File: config.mk
export PLATFORM = sky130hd
export DESIGN_NAME = sorted_priority_queue
export DESIGN_NICKNAME = d
export VERILOG_FILES = /design/src/rtl/spq_pkg.sv /design/src/rtl/spq_ctrl.sv /design/src/rtl/spq_datapath.sv /design/src/rtl/sorted_priority_queue.sv
export SDC_FILE = /design/constraint.sdc
export NUM_CORES = 2
export LEC_CHECK = 0
export ABC_AREA = 1
export BUFFER_PORTS_ARGS = -buffer_cell sky130_fd_sc_hd__buf_2
export CAP_MARGIN = 20
export CELL_PAD_IN_SITES_DETAIL_PLACEMENT = 1
export CELL_PAD_IN_SITES_GLOBAL_PLACEMENT = 1
export CORE_ASPECT_RATIO = 1.2
export CORE_MARGIN = 2
export CORE_UTILIZATION = 35
export CTS_BUF_LIST = sky130_fd_sc_hd__clkbuf_8
export CTS_CLUSTER_SIZE = 8
export DETAILED_ROUTE_END_ITERATION = 8
export GPL_TIMING_DRIVEN = 1
export PLACE_DENSITY_LB_ADDON = 0.25
export SLEW_MARGIN = 0
export SYNTH_ARGS = -nofsm -noshare
export SYNTH_HDL_FRONTEND = slang
export SYNTH_SLANG_ARGS = --single-unit
File: constraint.sdc
create_clock -name clk_i -period 16.3 [get_ports clk_i]
set_input_delay 4.89 -clock clk_i [delete_from_list [all_inputs] [get_ports clk_i]]
set_output_delay 4.89 -clock clk_i [all_outputs]
set_load 0.02 [all_outputs]
File: src/rtl/spq_pkg.sv
// shared types, codes and constants of the sorted priority queue
package spq_pkg;

  localparam int unsigned QueueDepthDef = 16;
  localparam int unsigned DataW         = 32;
  localparam int unsigned OccW          = 5;

  typedef enum logic {
    CMD_INSERT = 1'b0,
    CMD_REMOVE = 1'b1
  } cmd_e;

  typedef enum logic [1:0] {
    STAT_OK    = 2'd0,
    STAT_EMPTY = 2'd1,
    STAT_FULL  = 2'd2
  } status_e;

  typedef enum logic {
    CS_IDLE = 1'b0,
    CS_EXEC = 1'b1
  } ctrl_state_e;

  // controller to datapath
  typedef struct packed {
    logic load;   // capture the input transaction
    logic exec;   // apply the operation and write the result register
  } dp_cmd_t;

endpackage

File: src/rtl/spq_ctrl.sv
// controller of the sorted priority queue: handshakes and sequencing
module spq_ctrl (
  input  logic             clk_i,
  input  logic             rst_ni,
  input  logic             in_valid_i,
  output logic             in_ready_o,
  output logic             out_valid_o,
  input  logic             out_ready_i,
  output spq_pkg::dp_cmd_t cmd_o
);
  import spq_pkg::*;

  ctrl_state_e state_q, state_d;
  logic        out_valid_q, out_valid_d;
  logic        slot_free;

  // result register can take a new result
  assign slot_free = !out_valid_q || out_ready_i;

  // next state
  always_comb begin
    state_d = state_q;
    case (state_q)
      CS_IDLE: begin
        if (in_valid_i) state_d = CS_EXEC;
      end
      CS_EXEC: begin
        if (slot_free) state_d = CS_IDLE;
      end
      default: state_d = CS_IDLE;
    endcase
  end

  // outputs and result valid
  always_comb begin
    in_ready_o  = 1'b0;
    cmd_o       = '0;
    out_valid_d = out_valid_q && !out_ready_i;
    case (state_q)
      CS_IDLE: begin
        in_ready_o = 1'b1;
        cmd_o.load = in_valid_i;
      end
      CS_EXEC: begin
        cmd_o.exec = slot_free;
        if (slot_free) out_valid_d = 1'b1;
      end
      default: ;
    endcase
  end

  always_ff @(posedge clk_i or negedge rst_ni) begin
    if (!rst_ni) begin
      state_q     <= CS_IDLE;
      out_valid_q <= 1'b0;
    end else begin
      state_q     <= state_d;
      out_valid_q <= out_valid_d;
    end
  end

  assign out_valid_o = out_valid_q;

endmodule

File: src/rtl/spq_datapath.sv
// datapath of the sorted priority queue: shift-register cells and result register
module spq_datapath #(
  parameter int unsigned QUEUE_DEPTH = spq_pkg::QueueDepthDef
) (
  input  logic                                clk_i,
  input  logic                                rst_ni,
  input  spq_pkg::dp_cmd_t                    cmd_i,
  input  logic                                command_i,
  input  logic signed [spq_pkg::DataW-1:0]    item_value_i,
  input  logic signed [spq_pkg::DataW-1:0]    item_priority_i,
  output logic [1:0]                          status_o,
  output logic signed [spq_pkg::DataW-1:0]    head_value_o,
  output logic signed [spq_pkg::DataW-1:0]    head_priority_o,
  output logic [spq_pkg::OccW-1:0]            occupancy_o
);
  import spq_pkg::*;

  localparam int unsigned CntW = $clog2(QUEUE_DEPTH + 1);

  // captured transaction
  cmd_e                     cmd_q;
  logic signed [DataW-1:0]  val_q;
  logic signed [DataW-1:0]  prio_in_q;

  // cells and fill count
  logic signed [DataW-1:0]  cell_prio_q [QUEUE_DEPTH];
  logic signed [DataW-1:0]  cell_val_q  [QUEUE_DEPTH];
  logic signed [DataW-1:0]  cell_prio_d [QUEUE_DEPTH];
  logic signed [DataW-1:0]  cell_val_d  [QUEUE_DEPTH];
  logic [CntW-1:0]          count_q, count_d;

  // result register
  status_e                  status_q, status_d;
  logic signed [DataW-1:0]  hv_q, hv_d;
  logic signed [DataW-1:0]  hp_q, hp_d;
  logic [OccW-1:0]          occ_q;

  logic                     is_empty, is_full, head_gt;
  logic [QUEUE_DEPTH-1:0]   ins_at;

  assign is_empty = (count_q == '0);
  assign is_full  = (count_q == CntW'(QUEUE_DEPTH));
  assign head_gt  = is_empty || (cell_prio_q[0] > prio_in_q);

  // per-cell insert flags: insert position is at or before this cell
  always_comb begin
    ins_at[0] = head_gt;
    for (int i = 1; i < QUEUE_DEPTH; i++) begin
      ins_at[i] = head_gt || (CntW'(i) >= count_q) || (cell_prio_q[i] >= prio_in_q);
    end
  end

  // next cell contents, count and result
  always_comb begin
    for (int i = 0; i < QUEUE_DEPTH; i++) begin
      cell_prio_d[i] = cell_prio_q[i];
      cell_val_d[i]  = cell_val_q[i];
    end
    count_d  = count_q;
    status_d = STAT_OK;
    hv_d     = '0;
    hp_d     = '0;
    case (cmd_q)
      CMD_INSERT: begin
        if (is_full) begin
          status_d = STAT_FULL;
        end else begin
          count_d = count_q + 1'b1;
          for (int i = 0; i < QUEUE_DEPTH; i++) begin
            if (i > 0 && ins_at[(i > 0) ? i - 1 : 0]) begin
              cell_prio_d[i] = cell_prio_q[(i > 0) ? i - 1 : 0];
              cell_val_d[i]  = cell_val_q[(i > 0) ? i - 1 : 0];
            end else if (ins_at[i]) begin
              cell_prio_d[i] = prio_in_q;
              cell_val_d[i]  = val_q;
            end
          end
        end
      end
      CMD_REMOVE: begin
        if (is_empty) begin
          status_d = STAT_EMPTY;
        end else begin
          hv_d    = cell_val_q[0];
          hp_d    = cell_prio_q[0];
          count_d = count_q - 1'b1;
          for (int i = 0; i < QUEUE_DEPTH - 1; i++) begin
            cell_prio_d[i] = cell_prio_q[i + 1];
            cell_val_d[i]  = cell_val_q[i + 1];
          end
        end
      end
      default: ;
    endcase
  end

  // fill count
  always_ff @(posedge clk_i or negedge rst_ni) begin
    if (!rst_ni) begin
      count_q <= '0;
    end else if (cmd_i.exec) begin
      count_q <= count_d;
    end
  end

  // capture, cells and result payload
  always_ff @(posedge clk_i) begin
    if (cmd_i.load) begin
      cmd_q     <= cmd_e'(command_i);
      val_q     <= item_value_i;
      prio_in_q <= item_priority_i;
    end
    if (cmd_i.exec) begin
      for (int i = 0; i < QUEUE_DEPTH; i++) begin
        cell_prio_q[i] <= cell_prio_d[i];
        cell_val_q[i]  <= cell_val_d[i];
      end
      status_q <= status_d;
      hv_q     <= hv_d;
      hp_q     <= hp_d;
      occ_q    <= OccW'(count_d);
    end
  end

  assign status_o        = status_q;
  assign head_value_o    = hv_q;
  assign head_priority_o = hp_q;
  assign occupancy_o     = occ_q;

endmodule

File: src/rtl/sorted_priority_queue.sv
// top level of the sorted priority queue
//
//  channel | signals                                           | direction
//  --------+---------------------------------------------------+----------
//  in      | in_valid_i, in_ready_o, command_i, item_value_i,  | input
//          | item_priority_i                                   |
//  out     | out_valid_o, out_ready_i, status_o, head_value_o, | output
//          | head_priority_o, occupancy_o                      |
//
// each transaction is first captured; then, on insert, every cell compares
// against the new priority in parallel and shifts, and on remove the cells shift.
// a new transaction is taken while the previous result still waits; the
// update cycle holds until the result register is free.
// reset clears the fill count, the controller state and the result valid;
// cell contents are don't-care until written.
module sorted_priority_queue #(
  parameter int unsigned QUEUE_DEPTH = spq_pkg::QueueDepthDef
) (
  input  logic                             clk_i,
  input  logic                             rst_ni,
  input  logic                             in_valid_i,
  output logic                             in_ready_o,
  input  logic                             command_i,
  input  logic signed [spq_pkg::DataW-1:0] item_value_i,
  input  logic signed [spq_pkg::DataW-1:0] item_priority_i,
  output logic                             out_valid_o,
  input  logic                             out_ready_i,
  output logic [1:0]                       status_o,
  output logic signed [spq_pkg::DataW-1:0] head_value_o,
  output logic signed [spq_pkg::DataW-1:0] head_priority_o,
  output logic [spq_pkg::OccW-1:0]         occupancy_o
);
  import spq_pkg::*;

  dp_cmd_t dp_cmd;

  // sequencing and handshakes
  spq_ctrl u_ctrl (
    .clk_i       (clk_i),
    .rst_ni      (rst_ni),
    .in_valid_i  (in_valid_i),
    .in_ready_o  (in_ready_o),
    .out_valid_o (out_valid_o),
    .out_ready_i (out_ready_i),
    .cmd_o       (dp_cmd)
  );

  // cells and result register
  spq_datapath #(
    .QUEUE_DEPTH (QUEUE_DEPTH)
  ) u_datapath (
    .clk_i           (clk_i),
    .rst_ni          (rst_ni),
    .cmd_i           (dp_cmd),
    .command_i       (command_i),
    .item_value_i    (item_value_i),
    .item_priority_i (item_priority_i),
    .status_o        (status_o),
    .head_value_o    (head_value_o),
    .head_priority_o (head_priority_o),
    .occupancy_o     (occupancy_o)
  );

endmodule

After elaboration in Yosys (flattened, before gate mapping)
Memories as Yosys holds them, arrays and structs flattened. Cells that the tools add are included.

Input bits: 69. Output and inout bits: 73. Memories: 2. Word-level logic and storage cells: 171. Flip-flop bits (word level): 143. RAM bits: 1024.

Equal/unequal tests: 1. $lt $le $gt $ge: 31. Reductions and logical operators: 37. Mux-type cells: 86. $add $sub $neg: 2. Bitwise operators: 2.

Memories: u_datapath.cell_prio_q (depth 16, bits a word 32, rd ports 16, clocked after Yosys merged registers in 0, write ports 16, RTL line spq_datapath.sv:26) `logic signed [DataW-1:0] cell_prio_q [QUEUE_DEPTH];`; u_datapath.cell_val_q (depth 16, bits a word 32, rd ports 16, clocked after Yosys merged registers in 0, write ports 16, RTL line spq_datapath.sv:27) `logic signed [DataW-1:0] cell_val_q [QUEUE_DEPTH];`.

Operator list (count): 32-bit two-way mux (64); 480-bit one-hot mux with 2 select lines (2); 512-bit two-way mux (2); 480-bit two-way mux (2); 32-bit greater-or-equal comparator (15); 4-bit by 5-bit greater-or-equal comparator with 1-bit output, first input constant (8); 32-bit greater-than comparator (1); 1-bit logical OR (32); 3-bit by 5-bit greater-or-equal comparator with 1-bit output, first input constant (4); 2-bit by 5-bit greater-or-equal comparator with 1-bit output, first input constant (2); 1-bit two-way mux (10); 5-bit two-way mux (2); 5-bit one-hot mux with 2 select lines (1); 5-bit by 1-bit adder with 5-bit output, second input constant (1); 5-bit == test, second input constant (1); 1-bit by 5-bit greater-or-equal comparator with 1-bit output, first input constant (1); 5-bit logical NOT (1); 5-bit by 1-bit subtractor with 5-bit output, second input constant (1); 2-bit one-hot mux with 2 select lines (1); 1-bit logical NOT (2); 2-bit two-way mux (1); 1-bit NOT (2); 1-bit one-hot mux with 2 select lines (1); 2-bit OR reduction (1); 1-bit logical AND (1).

Depth between registers and ports, before layout
An unclocked memory read counts as a cell.

Depth in word-level cells: 9. Gate-level depth with buffers: 22. Depth with buffers taken out: 20.

Hierarchy
From an unflattened synthesis, not the netlist that was laid out.

Cell total of the unflattened synthesis: 8974. Area, all modules: 73085.1 µm².

By module, submodules not included: spq_datapath (instances 1, cells an instance 8963, area an instance 72992.5 µm², seq. area each 34958.5 µm²); spq_ctrl (instances 1, cells an instance 11, area an instance 92.6 µm², seq. area each 50.0 µm²).

Worst setup path after synthesis
No wires, ideal clock.

Kind: input-to-reg. Start: input out_ready_i. End: memory u_datapath.cell_prio_q[15][0] (netlist: u_datapath.cell_prio_q[1][224]), enable pin. Library setup time: 488 ps. Slack: 5668 ps. Cell stages on the path: 7. Required time: 15812 ps. Path buffers: 1. Arrival: 10143 ps. Cell sequence: inv_1 -> nand2_1 -> nand2_1 -> inv_1 -> clkbuf_1 -> nand2_1 -> nor2_1.

RTL lines: start: declaration (RTL line sorted_priority_queue.sv:27) `input logic out_ready_i,`; end: declaration (RTL line spq_datapath.sv:26).

==> qor.yml <==
drt_iter0_drc: 4280
grt_pass1_wl_mm: 434
synth_warnings: 0
gp_congestion: 0.884
crit_path_end_kind: "flop"
cp.required_ps: 16920
r2r_setup_slack_ps: 9670
drt-total-wl_mm: 286
cts_tree: "done"
postRouteAntennaNets: 0
synth-seq-cells: 1167
dp_slack_ps: 7970
grtUsageTotal_pct: 25.1
critPathArrivalTime_ps: 7850
postSynthAreaPerCell_um2: 8.11
cts_root_buf: "clkbuf_8"
dr.pass1.iters: 5
hold_viol: 0
vias: 68300
cts-resized-gates: 0
cts_max_level: 4
grt_pass1_vias: 72500
hold_buffers: 0
rsz0062_at_grt: "no"
clk_pin_slew_ps: 60
synth_cells: 9382
die_x_um: 430
final_common_cell: "nand2_1"
boundaryPins: 142
hp-class: "reg -> reg"
overflow: 0
syn_nets: 9968
synth_top_area_share_pct: 45.8
ys.flop_type: "edfxtp_1"
timing.final.ws_setup_ps: 9070
power_density_nw_per_um2: 206
critPathKind: "in -> reg"
vias_per_cell: 5.59
fin_skew_ps: 29.4
outcome: "finished clean"
synthTopCellsByArea: "edfxtp_1, nand2_1, ha_1"
numCtsBuffers: 204
worstMarginPinSlew_ps: 1270
area_growth_pct: 7.83
drt-wirelength-per-cell_um: 23.4
worstReg2RegEnd: "u_datapath.cell_val_q[1][125]$_DFFE_PP_"
crit_fanout: 44
min_period_ps: 7230
core_um2: 216000
rows: 187
finalPower_w: 0.0169
ir_drop_mv: 0.166
clock_path_buffers: 3
die-area_um2: 221000
min_to: "u_datapath.cell_val_q[1][204]$_DFFE_PP_"
numPortBuffers: 141
mostFrequentLayoutCells: "nand2_1, edfxtp_1, inv_1, nand3_1, nand4_1"
synth-edff-count: 1160
report.final.setup_viol: 0
ys_async_sr_fraction_pct: 0.600
insertion_delay_ps: 990
die_y_um: 515
fin_setup_tns_ps: 0
final_layout_size_suffix_gt1_share_pct: 6.36
timing.fmax_mhz: 138
syn_area_um2: 76100
start_util_pct: 35.2
numClockSinks: 1167
post_cts_buffers: 0
hp-start: "u_datapath.cell_val_q[1][236]$_DFFE_PP_"
yosysUniqueCellTypes: 47
drc: 0
slew_violations: 0
hpwl_mm: 194
yosysTopAreaCell: "edfxtp_1"
post-route-period-util_pct: 44.4
whs_path_depth: 2
ys_seq_area_share_pct: 46.0
fin_nets: 9757
r2r_cells: 17
startpoint_type: "input port"
slew_headroom_pct: 15.5
r2r-start: "u_datapath.prio_in_q[9]$_DFFE_PP_"
max_cap_violations: 0
grt_max_degree: 202
nFillCells: 26200
p_leak_nw: 38.2
antenna_found_initial: 13
==> sequential cells by signal (all words and copies together), names as in the netlist, 2 cells and up <==
name                        cells
u_datapath.head_priority_o     32
u_datapath.val_q               32
u_datapath.status_o             2
u_datapath.prio_in_q           32
u_datapath.occupancy_o          5
u_datapath.head_value_o        32
u_datapath.count_q              5
u_datapath.cell_val_q         512
u_datapath.cell_prio_q        512
==> metal layers <==
layer  GRT usage [%]  vias up  share of wire [%]
li1                -    31400                  -
met1            28.1    34800                 39
met2            46.4     1475                 53
met3            2.79      612                3.0
met4            13.7        0                5.5
met5               0        -                  0
==> logic make-up (layout without fill, tap and decap cells) <==
kind of cell / count (synthesis) / count (layout) / share of synthesized area (%)
AND/OR/NAND/NOR: 5227 / 5227 / 30.5
buffers and inverters: 1780 / 1732 / 10.1
flip-flops: 1167 / 1167 / 46.0
AO/OA/AOI/OAI: 686 / 686 / 4.80
adder cells (fa/ha/maj): 517 / 517 / 8.50
XOR/XNOR: 4 / 4 / 0.0461
multiplexers: 1 / 1 / 0.0148
other: 0 / 57 / 0
==> stage by stage <==
stage	instances	utilization (%)	hold WS, ps	cell area [um^2]
6_report	12200	37.9	525	82000
5_1_grt	12200	37.9	551	82000
4_1_cts	12200	37.8	521	81800
3_5_place_dp	11800	36.1	511	78100
3_3_place_gp	11800	36.1	501	78100
2_1_floorplan	9382	-	495	76100
==> synthesized netlist by cell type, types with 13 or more instances <==
cell,n
a31oi_1,13
o22ai_1,66
o21a_1,28
buf_6,85
nand3_1,871
nand2_1,3184
buf_4,15
clkbuf_1,317
nor2_1,237
edfxtp_1,1160
buf_1,46
inv_1,1092
ha_1,517
o21ai_1,158
nor3_1,15
o21ai_0,95
a21oi_1,309
buf_2,218
nand4_1,870
==> how the worst max path moves through the flow <==
stage                           start                                  endpoint  slack [ps]  depth (start not counted)
after floorplan           out_ready_i  u_datapath.cell_prio_q[1][224]$_DFFE_PP_        5670                          7
after global placement    out_ready_i   u_datapath.cell_val_q[0][113]$_DFFE_PP_        7980                          9
after detailed placement  out_ready_i   u_datapath.cell_val_q[0][109]$_DFFE_PP_        7970                          9
after CTS                 out_ready_i   u_datapath.cell_val_q[0][113]$_DFFE_PP_        9000                          9
after global routing      out_ready_i   u_datapath.cell_val_q[0][202]$_DFFE_PP_        8930                          9
final                     out_ready_i   u_datapath.cell_val_q[0][205]$_DFFE_PP_        9070                          9
==> worst max-delay path, stage by stage <==
cell and delay (ps):
buf_2 70, inv_1 30, nand2_1 150, nand2_1 180, inv_4 510, nand2_1 130
buf_4 310, a31oi_4 890, buf_4 590
==> cell type report <==
type / count / area, um^2 / share of cell area, %
antenna: 57 / 143 / 0.174
clock buffer: 212 / 2920 / 3.56
multi-input combinational: 6435 / 33700 / 41.1
inverter: 1097 / 4130 / 5.03
tap: 2835 / 3550 / 4.32
sequential: 1167 / 35000 / 42.7
clock inverter: 157 / 827 / 1.01
timing repair buffer: 266 / 1770 / 2.16
==> power breakdown <==
group / leakage (nW) / internal [W] / switching (W) / total [W]
clock: 2.12 / 0.00128 / 0.00136 / 0.00265
combinational: 25.0 / 0.00217 / 0.00607 / 0.00824
sequential: 11.0 / 0.00512 / 0.000931 / 0.00605
total: 38.2 / 0.00857 / 0.00836 / 0.0169
No activity file was read; power rests on OpenSTA's default activity.
